File: src/design/dmpt_pkg.sv
// shared types, operation codes and a digit helper for the digit matrix core
`timescale 1ns / 1ps
`default_nettype none
package dmpt_pkg;

    localparam int MAX_SIZE_DEF = 16;
    localparam int DIGIT_BASE   = 10;

    typedef logic [2:0] t_op;
    typedef logic [3:0] t_idx;
    typedef logic [3:0] t_digit;
    typedef logic [4:0] t_size;

    localparam t_op OP_WRITE     = 3'd0;
    localparam t_op OP_SWAP_ROW  = 3'd1;
    localparam t_op OP_SWAP_COL  = 3'd2;
    localparam t_op OP_INC       = 3'd3;
    localparam t_op OP_DEC       = 3'd4;
    localparam t_op OP_TRANSPOSE = 3'd5;
    localparam t_op OP_READ      = 3'd6;

    localparam t_size  SIZE_RST  = 5'd16;
    localparam t_digit DIGIT_MAX = 4'd9;

    // controller to datapath
    typedef struct packed {
        logic capture;
        logic offset_inc;
        logic offset_dec;
        logic flip;
        logic swap_first;
        logic swap_second;
        logic store_wr;
        logic store_rd;
        logic out_load;
    } t_dp_cmd;

    // datapath to controller
    typedef struct packed {
        t_op  in_op;
        logic in_ok;
        t_op  cur_op;
        logic out_busy;
    } t_dp_status;

    // mod 10 of a value below twenty
    function automatic t_digit fold10(input logic [4:0] v);
        logic [4:0] r;
        r = (v >= 5'(DIGIT_BASE)) ? v - 5'(DIGIT_BASE) : v;
        return r[3:0];
    endfunction

endpackage
`default_nettype wire

File: src/design/dmpt_cmd_if.sv
// command channel: operation, two indices and a digit
`timescale 1ns / 1ps
`default_nettype none
interface dmpt_cmd_if;
    logic            valid;
    logic            ready;
    dmpt_pkg::t_op   operation;
    dmpt_pkg::t_idx  first_index;
    dmpt_pkg::t_idx  second_index;
    dmpt_pkg::t_digit digit_in;

    modport source (output valid, operation, first_index, second_index, digit_in,
                    input ready);
    modport sink (input valid, operation, first_index, second_index, digit_in,
                  output ready);
endinterface
`default_nettype wire

File: src/design/dmpt_res_if.sv
// result channel: one digit per read
`timescale 1ns / 1ps
`default_nettype none
interface dmpt_res_if;
    logic             valid;
    logic             ready;
    dmpt_pkg::t_digit digit_out;

    modport source (output valid, digit_out, input ready);
    modport sink (input valid, digit_out, output ready);
endinterface
`default_nettype wire

File: src/design/dmpt_cfg_if.sv
// configuration write channel for the matrix size register
`timescale 1ns / 1ps
`default_nettype none
interface dmpt_cfg_if;
    logic            valid;
    logic            ready;
    dmpt_pkg::t_size matrix_size;

    modport source (output valid, matrix_size, input ready);
    modport sink (input valid, matrix_size, output ready);
endinterface
`default_nettype wire

File: src/design/dmpt_ctrl.sv
// command sequencer: steps each command through map lookup, store access and result
`timescale 1ns / 1ps
`default_nettype none
module dmpt_ctrl (
    input  wire logic                 i_clk,
    input  wire logic                 i_rst_n,
    input  wire logic                 i_cmd_valid,
    output logic                      o_cmd_ready,
    input  wire dmpt_pkg::t_dp_status i_status,
    output dmpt_pkg::t_dp_cmd         o_cmd
);
    import dmpt_pkg::*;

    localparam logic [1:0] S_IDLE  = 2'd0;
    localparam logic [1:0] S_MAP   = 2'd1;
    localparam logic [1:0] S_SWAP2 = 2'd2;
    localparam logic [1:0] S_READ  = 2'd3;

    logic [1:0] r_state;
    logic [1:0] n_state;
    logic       accept;

    assign o_cmd_ready = (r_state == S_IDLE);
    assign accept      = i_cmd_valid && o_cmd_ready;

    always_comb begin
        n_state = r_state;
        o_cmd   = '0;
        case (r_state)
            S_IDLE: begin
                if (accept) begin
                    o_cmd.capture = 1'b1;
                    case (i_status.in_op)
                        OP_WRITE, OP_SWAP_ROW, OP_SWAP_COL: begin
                            if (i_status.in_ok) begin
                                n_state = S_MAP;
                            end
                        end
                        OP_READ: begin
                            n_state = i_status.in_ok ? S_MAP : S_READ;
                        end
                        OP_INC:       o_cmd.offset_inc = 1'b1;
                        OP_DEC:       o_cmd.offset_dec = 1'b1;
                        OP_TRANSPOSE: o_cmd.flip       = 1'b1;
                        default: begin
                        end
                    endcase
                end
            end
            S_MAP: begin
                if (i_status.cur_op inside {OP_SWAP_ROW, OP_SWAP_COL}) begin
                    o_cmd.swap_first = 1'b1;
                    n_state          = S_SWAP2;
                end else if (i_status.cur_op == OP_READ) begin
                    o_cmd.store_rd = 1'b1;
                    n_state        = S_READ;
                end else begin
                    o_cmd.store_wr = 1'b1;
                    n_state        = S_IDLE;
                end
            end
            S_SWAP2: begin
                o_cmd.swap_second = 1'b1;
                n_state           = S_IDLE;
            end
            S_READ: begin
                // hold until the output register is free
                if (!i_status.out_busy) begin
                    o_cmd.out_load = 1'b1;
                    n_state        = S_IDLE;
                end
            end
            default: n_state = S_IDLE;
        endcase
    end

    always_ff @(posedge i_clk) begin
        if (!i_rst_n) begin
            r_state <= S_IDLE;
        end else begin
            r_state <= n_state;
        end
    end

endmodule
`default_nettype wire

File: src/design/dmpt_dp.sv
// datapath: size register, lazy row and column maps, digit store and output register
`timescale 1ns / 1ps
`default_nettype none
module dmpt_dp #(
    parameter int MAX_SIZE = dmpt_pkg::MAX_SIZE_DEF
) (
    input  wire logic                  i_clk,
    input  wire logic                  i_rst_n,
    input  wire logic                  i_cfg_valid,
    input  wire dmpt_pkg::t_size       i_cfg_size,
    input  wire dmpt_pkg::t_op         i_operation,
    input  wire dmpt_pkg::t_idx        i_first_index,
    input  wire dmpt_pkg::t_idx        i_second_index,
    input  wire dmpt_pkg::t_digit      i_digit_in,
    input  wire logic                  i_res_ready,
    output logic                       o_res_valid,
    output dmpt_pkg::t_digit           o_digit_out,
    input  wire dmpt_pkg::t_dp_cmd     i_cmd,
    output dmpt_pkg::t_dp_status       o_status
);
    import dmpt_pkg::*;

    localparam int AW    = (MAX_SIZE > 1) ? $clog2(MAX_SIZE) : 1;
    localparam int SAW   = (MAX_SIZE > 1) ? $clog2(MAX_SIZE * MAX_SIZE) : 1;
    localparam int DEPTH = MAX_SIZE * MAX_SIZE;

    t_size  r_size;
    t_op    r_op;
    logic   r_ok;
    t_idx   r_i;
    t_idx   r_j;
    t_digit r_digit;
    t_digit r_offset;
    logic   r_flip;

    logic [AW-1:0] row_mem [MAX_SIZE];
    logic [AW-1:0] col_mem [MAX_SIZE];
    logic [MAX_SIZE-1:0] r_row_vld;
    logic [MAX_SIZE-1:0] r_col_vld;
    logic [AW-1:0] r_rq0, r_rq1, r_cq0, r_cq1;
    logic          r_rv0, r_rv1, r_cv0, r_cv1;

    t_digit store_mem [DEPTH];
    t_digit r_store_q;

    logic   r_out_vld;
    t_digit r_out_digit;

    logic          in_ok;
    logic [AW-1:0] in_a0, in_a1, cur_a0, cur_a1;
    logic [AW-1:0] row0, row1, col0, col1, phys_r, phys_c;
    logic [SAW-1:0] store_addr;
    logic          use_col;
    logic          map_we;
    logic [AW-1:0] map_waddr, map_wdata;
    t_digit        wr_digit, rd_digit, d_norm;

    assign in_ok = ({1'b0, i_first_index} < r_size) && ({1'b0, i_second_index} < r_size)
                   && (int'(i_first_index) < MAX_SIZE) && (int'(i_second_index) < MAX_SIZE);
    assign in_a0  = AW'(i_first_index);
    assign in_a1  = AW'(i_second_index);
    assign cur_a0 = AW'(r_i);
    assign cur_a1 = AW'(r_j);

    // an entry never swapped still holds its own index
    assign row0 = r_rv0 ? r_rq0 : cur_a0;
    assign row1 = r_rv1 ? r_rq1 : cur_a1;
    assign col0 = r_cv0 ? r_cq0 : cur_a0;
    assign col1 = r_cv1 ? r_cq1 : cur_a1;

    assign phys_r     = r_flip ? row1 : row0;
    assign phys_c     = r_flip ? col0 : col1;
    assign store_addr = SAW'(int'(phys_r) * MAX_SIZE + int'(phys_c));

    // under transpose a row swap lands on the column map and vice versa
    assign use_col   = (r_op == OP_SWAP_COL) ^ r_flip;
    assign map_we    = i_cmd.swap_first || i_cmd.swap_second;
    assign map_waddr = i_cmd.swap_first ? cur_a0 : cur_a1;
    assign map_wdata = use_col ? (i_cmd.swap_first ? col1 : col0)
                               : (i_cmd.swap_first ? row1 : row0);

    assign d_norm   = fold10({1'b0, r_digit});
    assign wr_digit = fold10(5'(d_norm) + 5'(DIGIT_BASE) - 5'(r_offset));
    assign rd_digit = fold10(5'(r_store_q) + 5'(r_offset));

    always_ff @(posedge i_clk) begin
        if (!i_rst_n) begin
            r_size    <= SIZE_RST;
            r_offset  <= '0;
            r_flip    <= 1'b0;
            r_row_vld <= '0;
            r_col_vld <= '0;
            r_out_vld <= 1'b0;
        end else begin
            if (i_cfg_valid) begin
                r_size <= i_cfg_size;
            end
            if (i_cmd.offset_inc) begin
                r_offset <= (r_offset == DIGIT_MAX) ? '0 : r_offset + 4'd1;
            end else if (i_cmd.offset_dec) begin
                r_offset <= (r_offset == '0) ? DIGIT_MAX : r_offset - 4'd1;
            end
            if (i_cmd.flip) begin
                r_flip <= !r_flip;
            end
            if (map_we && use_col) begin
                r_col_vld[map_waddr] <= 1'b1;
            end
            if (map_we && !use_col) begin
                r_row_vld[map_waddr] <= 1'b1;
            end
            if (i_cmd.out_load) begin
                r_out_vld <= 1'b1;
            end else if (i_res_ready) begin
                r_out_vld <= 1'b0;
            end
        end
    end

    // command capture and registered map reads
    always_ff @(posedge i_clk) begin
        if (i_cmd.capture) begin
            r_op    <= i_operation;
            r_ok    <= in_ok;
            r_i     <= i_first_index;
            r_j     <= i_second_index;
            r_digit <= i_digit_in;
            r_rq0   <= row_mem[in_a0];
            r_rq1   <= row_mem[in_a1];
            r_cq0   <= col_mem[in_a0];
            r_cq1   <= col_mem[in_a1];
            r_rv0   <= r_row_vld[in_a0];
            r_rv1   <= r_row_vld[in_a1];
            r_cv0   <= r_col_vld[in_a0];
            r_cv1   <= r_col_vld[in_a1];
        end
    end

    always_ff @(posedge i_clk) begin
        if (map_we && use_col) begin
            col_mem[map_waddr] <= map_wdata;
        end
        if (map_we && !use_col) begin
            row_mem[map_waddr] <= map_wdata;
        end
    end

    always_ff @(posedge i_clk) begin
        if (i_cmd.store_wr) begin
            store_mem[store_addr] <= wr_digit;
        end
        if (i_cmd.store_rd) begin
            r_store_q <= store_mem[store_addr];
        end
    end

    always_ff @(posedge i_clk) begin
        if (i_cmd.out_load) begin
            r_out_digit <= r_ok ? rd_digit : '0;
        end
    end

    assign o_res_valid = r_out_vld;
    assign o_digit_out = r_out_digit;

    assign o_status.in_op    = i_operation;
    assign o_status.in_ok    = in_ok;
    assign o_status.cur_op   = r_op;
    assign o_status.out_busy = r_out_vld && !i_res_ready;

endmodule
`default_nettype wire

File: src/design/digit_matrix_permute_transform_core.sv
// top level of the digit matrix core: sequencer, datapath and channel hookup
//
//  channel  | dir | payload                                        | transfer when
//  i_cfg    | in  | matrix_size                                    | valid & ready (always ready)
//  i_cmd    | in  | operation, first_index, second_index, digit_in | valid & ready
//  o_res    | out | digit_out (reads only)                         | valid & ready
//
// increment, decrement, transpose, unused codes and out-of-range writes or swaps: done on acceptance
// in-range write: map memory read, then store write
// swap: map read, then two writes through the single map write port
// read: map read, store read, load output register when free; out of range only the load
// reset clears maps to identity through valid bits, offset, transpose flag, size to 16
// a finished result waits in the output register while the next command is taken
`timescale 1ns / 1ps
`default_nettype none
module digit_matrix_permute_transform_core #(
    parameter int MAX_SIZE = dmpt_pkg::MAX_SIZE_DEF
) (
    input  wire logic  i_clk,
    input  wire logic  i_rst_n,
    dmpt_cfg_if.sink   i_cfg,
    dmpt_cmd_if.sink   i_cmd,
    dmpt_res_if.source o_res
);
    import dmpt_pkg::*;

    t_dp_cmd    dp_cmd;
    t_dp_status dp_status;
    logic       cmd_ready;

    assign i_cfg.ready = 1'b1;
    assign i_cmd.ready = cmd_ready;

    dmpt_ctrl u_ctrl (
        .i_clk       (i_clk),
        .i_rst_n     (i_rst_n),
        .i_cmd_valid (i_cmd.valid),
        .o_cmd_ready (cmd_ready),
        .i_status    (dp_status),
        .o_cmd       (dp_cmd)
    );

    dmpt_dp #(
        .MAX_SIZE (MAX_SIZE)
    ) u_dp (
        .i_clk          (i_clk),
        .i_rst_n        (i_rst_n),
        .i_cfg_valid    (i_cfg.valid),
        .i_cfg_size     (i_cfg.matrix_size),
        .i_operation    (i_cmd.operation),
        .i_first_index  (i_cmd.first_index),
        .i_second_index (i_cmd.second_index),
        .i_digit_in     (i_cmd.digit_in),
        .i_res_ready    (o_res.ready),
        .o_res_valid    (o_res.valid),
        .o_digit_out    (o_res.digit_out),
        .i_cmd          (dp_cmd),
        .o_status       (dp_status)
    );

`ifndef ASSERT_OFF
    a_no_store_wr_on_accept : assert property (@(posedge i_clk) disable iff (!i_rst_n)
        (i_cmd.valid && i_cmd.ready) |-> !dp_cmd.store_wr)
        else $error("store written in the cycle a command is taken");

    a_swap_pairs : assert property (@(posedge i_clk) disable iff (!i_rst_n)
        dp_cmd.swap_second |-> $past(dp_cmd.swap_first))
        else $error("second half of swap without first half");

    a_load_only_on_read : assert property (@(posedge i_clk) disable iff (!i_rst_n)
        dp_cmd.out_load |-> (dp_status.cur_op == OP_READ))
        else $error("result loaded for a command that is not a read");

    a_load_needs_room : assert property (@(posedge i_clk) disable iff (!i_rst_n)
        dp_cmd.out_load |-> !(o_res.valid && !o_res.ready))
        else $error("result overwritten before its transfer");
`endif

endmodule
`default_nettype wire

File: src/flat_wrapper.sv
// flat-port wrapper written by rule: the top's interface ports become plain ports
module digit_matrix_permute_transform_core_flat import dmpt_pkg::*;
#(
    parameter int MAX_SIZE = dmpt_pkg::MAX_SIZE_DEF
)
  (i_clk, i_rst_n, i_cfg_valid, i_cfg_matrix_size, i_cfg_ready, i_cmd_valid, i_cmd_operation, i_cmd_first_index, i_cmd_second_index, i_cmd_digit_in, i_cmd_ready, o_res_valid, o_res_digit_out, o_res_ready);
  dmpt_cfg_if i_cfg_i ();
  dmpt_cmd_if i_cmd_i ();
  dmpt_res_if o_res_i ();
  input  wire logic i_clk;
  input  wire logic i_rst_n;
  input wire logic [$bits(i_cfg_i.valid)-1:0] i_cfg_valid;
  input wire logic [$bits(i_cfg_i.matrix_size)-1:0] i_cfg_matrix_size;
  output wire logic [$bits(i_cfg_i.ready)-1:0] i_cfg_ready;
  input wire logic [$bits(i_cmd_i.valid)-1:0] i_cmd_valid;
  input wire logic [$bits(i_cmd_i.operation)-1:0] i_cmd_operation;
  input wire logic [$bits(i_cmd_i.first_index)-1:0] i_cmd_first_index;
  input wire logic [$bits(i_cmd_i.second_index)-1:0] i_cmd_second_index;
  input wire logic [$bits(i_cmd_i.digit_in)-1:0] i_cmd_digit_in;
  output wire logic [$bits(i_cmd_i.ready)-1:0] i_cmd_ready;
  output wire logic [$bits(o_res_i.valid)-1:0] o_res_valid;
  output wire logic [$bits(o_res_i.digit_out)-1:0] o_res_digit_out;
  input wire logic [$bits(o_res_i.ready)-1:0] o_res_ready;
  assign i_cfg_i.valid = i_cfg_valid;
  assign i_cfg_i.matrix_size = i_cfg_matrix_size;
  assign i_cfg_ready = i_cfg_i.ready;
  assign i_cmd_i.valid = i_cmd_valid;
  assign i_cmd_i.operation = i_cmd_operation;
  assign i_cmd_i.first_index = i_cmd_first_index;
  assign i_cmd_i.second_index = i_cmd_second_index;
  assign i_cmd_i.digit_in = i_cmd_digit_in;
  assign i_cmd_ready = i_cmd_i.ready;
  assign o_res_valid = o_res_i.valid;
  assign o_res_digit_out = o_res_i.digit_out;
  assign o_res_i.ready = o_res_ready;
  digit_matrix_permute_transform_core #(.MAX_SIZE(MAX_SIZE)) u_core (.i_clk(i_clk), .i_rst_n(i_rst_n), .i_cfg(i_cfg_i), .i_cmd(i_cmd_i), .o_res(o_res_i));
endmodule
File: config.mk
export PLATFORM = sky130hd
export DESIGN_NAME = digit_matrix_permute_transform_core_flat
export DESIGN_NICKNAME = d
export VERILOG_FILES = /design/src/design/dmpt_pkg.sv /design/src/design/dmpt_cmd_if.sv /design/src/design/dmpt_res_if.sv /design/src/design/dmpt_cfg_if.sv /design/src/design/dmpt_ctrl.sv /design/src/design/dmpt_dp.sv /design/src/design/digit_matrix_permute_transform_core.sv /design/src/flat_wrapper.sv
export SDC_FILE = /design/constraint.sdc
export NUM_CORES = 1
export LEC_CHECK = 0
export BUFFER_PORTS_ARGS = -buffer_cell sky130_fd_sc_hd__buf_2
export CORE_ASPECT_RATIO = 1.2
export CORE_UTILIZATION = 47
export CTS_BUF_LIST = sky130_fd_sc_hd__clkbuf_4 sky130_fd_sc_hd__clkbuf_8
export DETAILED_ROUTE_END_ITERATION = 7
export SLEW_MARGIN = 20
export SYNTH_ARGS = -nofsm -noshare
export SYNTH_HDL_FRONTEND = slang
export SYNTH_SLANG_ARGS = --single-unit
File: constraint.sdc
create_clock -name i_clk -period 15.5 [get_ports i_clk]
set_input_delay 0.775 -clock i_clk [delete_from_list [all_inputs] [get_ports i_clk]]
set_output_delay 0.775 -clock i_clk [all_outputs]
set_load 0.1 [all_outputs]
==> results of run 1 <==
[final cells by class]
type                    count  area, um^2
fillers                  9128       52680
flip-flops and latches   1241       36820
multi-input cells        2002       14020
clock buffers             257        3149
well taps                1417        1773
repair buffers             86       620.6
clock inverters            73       494.2
inverters                  26       105.1
diodes                      2       5.005
[worst max path at each step]
| stage | from | end | slack (ns) |
|---|---|---|---|
| 3_3_place_gp | u_core.u_dp.r_digit[1] | u_core.u_dp.store_mem[164][2] | 9.77 |
| 4_1_cts | u_core.u_dp.r_digit[1] | u_core.u_dp.store_mem[165][2] | 9.60 |
| 2_1_floorplan | u_core.u_dp.r_digit[1] | u_core.u_dp.store_mem[0][1] | 4.09 |
| 3_5_place_dp | u_core.u_dp.r_digit[1] | u_core.u_dp.store_mem[150][2] | 9.63 |
| 6_report | u_core.u_dp.r_digit[1] | u_core.u_dp.store_mem[165][2] | 9.65 |
| 5_1_grt | u_core.u_dp.r_digit[1] | u_core.u_dp.store_mem[165][2] | 9.31 |
[registers in the layout (all words and copies together), names as in the netlist, 2 cells and up]
name	count
u_core.u_dp.r_digit	4
u_core.u_ctrl.r_state	2
u_core.u_dp.r_col_vld	16
u_core.u_dp.r_rq0	4
u_core.u_dp.r_op	3
u_core.u_dp.row_mem	64
u_core.u_dp.r_row_vld	16
u_core.u_dp.r_cq1	4
u_core.u_dp.o_digit_out	4
u_core.u_dp.r_offset	4
u_core.u_dp.r_rq1	4
u_core.u_dp.r_cq0	4
u_core.u_dp.cur_a0	4
u_core.u_dp.col_mem	64
u_core.u_dp.store_mem	1024
u_core.u_dp.r_size	5
u_core.u_dp.cur_a1	4
u_core.u_dp.r_store_q	4
[metrics by stage]
| step | hold WS (ns) | worst slack (ns) | instances | total power (uW) | instance area [um^2] |
|---|---|---|---|---|---|
| final | 0.1036 | 9.653 | 5104 | 7797 | 56980 |
| after CTS | 0.009809 | 9.602 | 5102 | 7861 | 56970 |
| after global routing | 0.03983 | 9.313 | 5103 | 8069 | 56980 |
| after global placement | 0.4597 | 9.765 | 4772 | 5211 | 53330 |
| after floorplan | 0.4427 | 4.090 | 3486 | 4944 | 52040 |
| after detailed placement | 0.4661 | 9.631 | 4772 | 5229 | 53330 |
[cells by family (layout without fill, tap and decap cells)]
| family | after synthesis | count (layout) | share of synthesized area |
|---|---|---|---|
| simple gates | 1278 | 1278 | 0.1048 |
| flops | 1241 | 1241 | 0.7074 |
| compound gates | 360 | 360 | 0.04883 |
| mux | 333 | 333 | 0.1064 |
| buf+inv | 243 | 442 | 0.02553 |
| fa+ha+maj | 22 | 22 | 0.005578 |
| xor+xnor | 8 | 8 | 0.001346 |
| other cells | 1 | 3 | 0.00007206 |
[power by group]
group / switching [uW] / internal (uW) / total (uW)
registers: 13.6 / 4070 / 4090
clock network: 1240 / 1410 / 2650
logic: 823 / 235 / 1060
[synth_stat cells, types with 18 or more instances]
cell,number,share of area
buf_1,24,0.0017
buf_2,88,0.0085
edfxtp_1,1196,0.69
buf_6,26,0.0056
nand2_1,593,0.043
nor2_1,327,0.024
nand3_1,230,0.022
nand4_1,21,0.0025
ha_1,20,0.0048
a32oi_1,18,0.0030
clkbuf_1,58,0.0042
mux4_2,168,0.073
o21a_1,35,0.0050
a21oi_1,65,0.0063
a31oi_1,39,0.0047
mux2i_1,141,0.027
dfxtp_1,45,0.017
a221oi_1,53,0.0089
inv_1,25,0.0018
o21ai_0,44,0.0042
buf_4,18,0.0026
[per-layer routing]
layer,GRT usage,wire length [um],vias up
met2,0.3952,65930,1097
met5,0,12,-
li1,-,-,13440
met4,0.09673,4889,2
met1,0.3160,53730,15430
met3,0.04143,8799,246
[critical path, stage by stage, from the launching register on]
cell and delay (ns):
edfxtp_1 0.41, inv_1 0.10, mux2_2 0.34, ha_1 0.27, inv_1 0.06, ha_1 0.16
inv_1 0.07, fa_1 0.64, ha_1 0.23, nand2_1 0.08, a221oi_1 0.26, nand2_1 0.22
mux2i_4 0.19, buf_4 0.70, buf_4 0.78, buf_4 0.81
==> out/metrics.yaml, run 1 <==
status:
  status: "completed"
setup_path:
  crit_type: "register to register"
  startpoint_type: "register"
  critical_path_arrival_ns: 6.35
  r2r-end: "u_core.u_dp.store_mem[165][2]"
  r2r_start: "u_core.u_dp.r_digit[1]"
  reg2reg_depth: 15
  crit_fanout: 89
  cp-end-kind: "register"
  required_ns: 16.00
  reg2reg_slack_ns: 9.65
die:
  die_h_um: 366.5
  ioPinCount: 32
  fp.dieW_um: 305.8
  core_area_um2: 109700
  die-area_um2: 112100
  start_util: 0.4746
  core.rowCount: 133
sta:
  setup_viol: 0
  tightest_slew_ns: 1.169
  rsz0062_at_grt: "false"
  fmax_mhz: 171.0
  slew_headroom: 0.2152
  hold_violations: 0
  fin_crit_ns: 5.847
  post-route-period-util: 0.3772
  final_max_slew_viol_count: 0
  skew_ns: 0.04850
  fin_setup_tns_ns: 0
clocking:
  htreeDepth: 4
  cts.clk_slew.worst_paths_ns: 0.06
  clk_latency_ns: 0.89
  ctsHoldBuffers: 0
  clock_path_buffers: 3
  cts_tree: "built"
  clock-sinks: 1241
  cts_buffers: 187
  post-cts-setup-buffer-count: 0
  cts_root_buffer: "clkbuf_8"
  postCtsResizedCells: 0
synthesis:
  ys_ff_latch: 1241
  ys_types: 76
  ys_seq_area_frac: 0.7074
  ys_async_sr_fraction: 0
  syn-num-nets: 3533
  syn_inst: 3486
  ys.warnings.count: 0
  syn_area_um2: 52040
  ys.flop_type: "edfxtp_1"
  postSynthAreaPerCell_um2: 14.93
  synth_edf_count: 1196
layout:
  final_cell_mix: "edfxtp_1 (1196), nand2_1 (590), nor2_1 (327), nand3_1 (230), clkbuf_8 (195)"
  drive_gt1_frac: 0.1669
  num-nets-final: 3591
  area_delta_synth_final_pct: 9.492
  mostFrequentLayoutCell: "edfxtp_1"
  final_util: 0.5196
power:
  power_leakage_uw: 0.01858
  ir_worst_vdd_v: 0.0001192
  p_per_area_nw_per_um2: 136.8
detailed_routing:
  vias: 30220
  wirelength_um: 133400
  drt-wirelength-per-cell_um: 26.13
  first_pass_iters: 6
  drc: 0
  antenna_left: 0
  drt_iter0_markers: 2680
  via_per_inst: 5.920
global_route:
  antenna_found_initial: 4
  grt_max_degree: 174
  grt_overflow: 0
  grt_pass1_wl_um: 197700
  gr-usage-all-layers: 0.2397
  grt_pass1_vias: 30190
flow_run:
  maxCapViolCount: 0
hold_path:
  hold_path_class: "primary input to register"
  whs_path_depth: 3
  holdPathEnd: "u_core.u_dp.r_size[4]"
  worstHoldStart: "i_cfg_matrix_size[4]"
placement:
  portBuffers: 30
  dp_hpwl_um: 80870
  gp_congestion: 0.8492
Note: power is estimated with default switching activity, not from simulation.
==> run 2: changes to the inputs <==
- clock period: 15.5 -> 5.1 ns (I/O delays scaled with it)
==> run 2 against run 1 <==
  * Via count rose by 2.6%
  * Hold slack worse by 0.013 ns
  * Die area unchanged
  * Power rose to 3.1 times the previous value
  * Sequential share of layout area down 1.2 points
  * Clock power rose to 3.1 times the previous value
  * Sequential power grew to 3.0 times the previous value
  * Fmax is 28% higher
  * Cell area increased by 1.9%
==> out/metrics.yaml, run 2 (synthesis gave the netlist of run 1 again) <==
power:
  p_per_area_nw_per_um2: 416.0  # was 136.8 nW/um^2
  switching_power_uw: 6608  # was 2078 uW
  power_leakage_uw: 0.01907  # was 0.01858 uW
  p_clk_frac: 0.341  # was 0.340
  pwr-share-comb: 0.145  # was 0.136
  intPower_uw: 17550  # was 5719 uW
  seqPwrFrac: 0.513  # was 0.524
  power.switching_fraction: 0.2736  # was 0.2665
  ir_worst_vdd_v: 0.0003057  # was 0.0001192 V
  power_uw: 24160  # was 7797 uW
clocking:
  clock_path_buffers: 3  # unchanged
  postCtsResizedCells: 0  # unchanged
  cts.clk_slew.worst_paths_ns: 0.06  # about the same
  cts_tree: "built"  # unchanged
  clk_latency_ns: 0.91  # was 0.89 ns
  cts_root_buffer: "clkbuf_8"  # unchanged
  cts_buffers: 191  # was 187
  htreeDepth: 4  # unchanged
  clock-sinks: 1241  # unchanged
detailed_routing:
  route.met3.wl_um: 8737  # was 8799 um
  via_per_inst: 5.958  # was 5.920
  antenna_left: 0  # unchanged
  drt-wirelength-per-cell_um: 26.26  # was 26.13 um
  wl_met1_um: 54640  # was 53730 um
  vias: 31000  # was 30220
  drt_iter0_markers: 2831  # was 2680
  wirelength_um: 136700  # was 133400 um
  top_layer: "met4"  # was met5
  drc: 0  # unchanged
  wl_met2_um: 68370  # was 65930 um
  first_pass_iters: 7  # was 6
sta:
  setup_ws_ns: 0.5280  # was 9.653 ns
  hold_violations: 0  # unchanged
  final_max_slew_viol_count: 0  # unchanged
  fmax_mhz: 218.7  # was 171.0 MHz
  slew_headroom: 0.1779  # was 0.2152
  skew_ns: 0.04495  # was 0.04850 ns
  rsz0062_at_grt: "false"  # unchanged
  post-route-period-util: 0.8965  # was 0.3772
  setup_viol: 0  # unchanged
  fin_crit_ns: 4.572  # was 5.847 ns
  tightest_slew_ns: 1.222  # was 1.169 ns
  hold_slack_ns: 0.09031  # was 0.1036 ns
setup_path:
  critical_path.top_delay_family: "simple AND/OR/NAND/NOR gates"  # was buffers and inverters
  cpPeakStageDelay_ns: 1.06  # was 0.81 ns
  endpoint: "u_core.u_dp.r_store_q[0]"  # was u_core.u_dp.store_mem[165][2]
  cp-startpoint: "u_core.u_dp.r_cv1"  # was u_core.u_dp.r_digit[1]
  r2r_start: "u_core.u_dp.r_cv1"  # was u_core.u_dp.r_digit[1]
  path_cells: "mux2i_4, mux2i_4, buf_12, buf_12, mux2i_1, a221oi_1, a32oi_1, nand4_1, nor4_1, nor4b_2"  # was inv_1, mux2_2, ha_1, inv_1, ha_1, inv_1, fa_1, ha_1, nand2_1, a221oi_1, nand2_1, mux2i_4, buf_4, buf_4, buf_4
  critical_path_depth: 10  # was 15
  startpoint_type: "register"  # unchanged
  slowest_stage: "nor4_1"  # was buf_4
  r2r-end: "u_core.u_dp.r_store_q[0]"  # was u_core.u_dp.store_mem[165][2]
  cp_num_buf_inv: 2  # was 6
  crit_type: "register to register"  # unchanged
  reg2reg_slack_ns: 0.53  # was 9.65 ns
  critical_path_arrival_ns: 5.15  # was 6.35 ns
  required_ns: 5.68  # was 16.00 ns
  reg2reg_depth: 10  # was 15
  crit_fanout: 44  # was 89
  cp-end-kind: "register"  # unchanged
layout:
  top_register: "u_core.u_dp.store_mem"  # unchanged
  largest_reg_flops: 1024  # unchanged
  final_cell_mix: "edfxtp_1 (1196), nand2_1 (590), nor2_1 (327), nand3_1 (230), clkbuf_8 (196)"  # was edfxtp_1 (1196), nand2_1 (590), nor2_1 (327), nand3_1 (230), clkbuf_8 (195)
  drive_gt1_frac: 0.1824  # was 0.1669
  num-nets-final: 3675  # was 3591
  mostFrequentLayoutCell: "edfxtp_1"  # unchanged
  area_delta_synth_final_pct: 11.59  # was 9.492%
  largestRegisters: "u_core.u_dp.store_mem: 1024 flops, u_core.u_dp.col_mem: 64 flops, u_core.u_dp.row_mem: 64 flops"  # unchanged
global_route:
  gr-usage-all-layers: 0.2449  # was 0.2397
  grt_pass1_vias: 31370  # was 30190
  grt_overflow: 0  # unchanged
  antenna_found_initial: 4  # unchanged
  grt_pass1_wl_um: 202300  # was 197700 um
  grt_max_degree: 145  # was 174
die:
  ioPinCount: 32  # unchanged
  core_area_um2: 109700  # unchanged
  core.rowCount: 133  # unchanged
  start_util: 0.4746  # unchanged
  die_h_um: 366.5  # unchanged
  die-area_um2: 112100  # unchanged
  fp.dieW_um: 305.8  # unchanged
placement:
  portBuffers: 30  # unchanged
  dp_slack_ns: 0.5959  # was 9.631 ns
  gp_congestion: 0.8949  # was 0.8492
  dp_hpwl_um: 87030  # was 80870 um
flow_run:
  maxCapViolCount: 0  # unchanged
status:
  status: "completed"  # unchanged
hold_path:
  hold_path_class: "primary input to register"  # unchanged
-- run 2: cell types whose count changed in the layout (fill, tap and decap cells not counted), moves of 3 or more --
cell           delta
dlygate4sd3_1    +31
buf_4            +34
ha_1              -3
inv_1             -3
inv_2             +3
clkinvlp_4        +3
buf_12           +15
ha_4              +3
clkbuf_4          +7
inv_8             +4
-- run 2: cell type report --
| class | count | area, um^2 |
|---|---|---|
| well taps | 1417 | 1773 |
| multi-input cells | 2002 | 14110 |
| clock inverters | 83 | 558.0 |
| inverters | 26 | 105.1 |
| clock buffers | 265 | 3216 |
| fillers | 8973 | 51590 |
| diodes | 4 | 10.01 |
| flip-flops and latches | 1241 | 36820 |
| repair buffers | 166 | 1486 |
-- run 2: metrics by stage --
step / utilization / std cells / cell area, um^2 / setup TNS [ns]
floorplan: - / 3486 / 52140 / -271.49
global placement: 0.4920 / 4821 / 53960 / 0
detailed placement: 0.4922 / 4821 / 53980 / 0
CTS: 0.5294 / 5200 / 58060 / 0
global route: 0.5295 / 5201 / 58060 / 0
finish: 0.5295 / 5204 / 58070 / 0
-- run 2: timing repair --
item,4_1_cts,5_1_grt
setup endpoints to repair,0,0
hold endpoints to repair,77,0
hold buffers,31,0
setup buffers,0,0
-- run 2: metal layers --
layer / vias to the layer above / GRT usage
li1: 13640 / -
met1: 15820 / 0.3183
met2: 1276 / 0.4081
met3: 271 / 0.04247
met4: 0 / 0.09963
met5: - / 0
-- run 2: worst min path at each step --
stage	start	endpoint	slack, ns	cells after the start
global placement	i_cmd_digit_in[0]	u_core.u_dp.r_digit[0]	0.44	1
global route	i_cmd_first_index[1]	u_core.u_dp.cur_a0[1]	0.05	1
CTS	i_cmd_first_index[1]	u_core.u_dp.cur_a0[1]	0.003	1
floorplan	i_cmd_first_index[0]	u_core.u_dp.cur_a0[0]	0.35	0
finish	i_cmd_first_index[1]	u_core.u_dp.cur_a0[1]	0.09	1
detailed placement	i_cmd_digit_in[0]	u_core.u_dp.r_digit[0]	0.44	1
-- run 2: power groups by stage --
| stage | clock network, uW | registers, uW | logic [uW] |
|---|---|---|---|
| global placement | 0 | 12600 | 3460 |
| floorplan | 0 | 12800 | 2000 |
| finish | 8250 | 12400 | 3510 |
| global route | 8780 | 12400 | 3750 |
| detailed placement | 0 | 12600 | 3510 |
| CTS | 8370 | 12400 | 3540 |
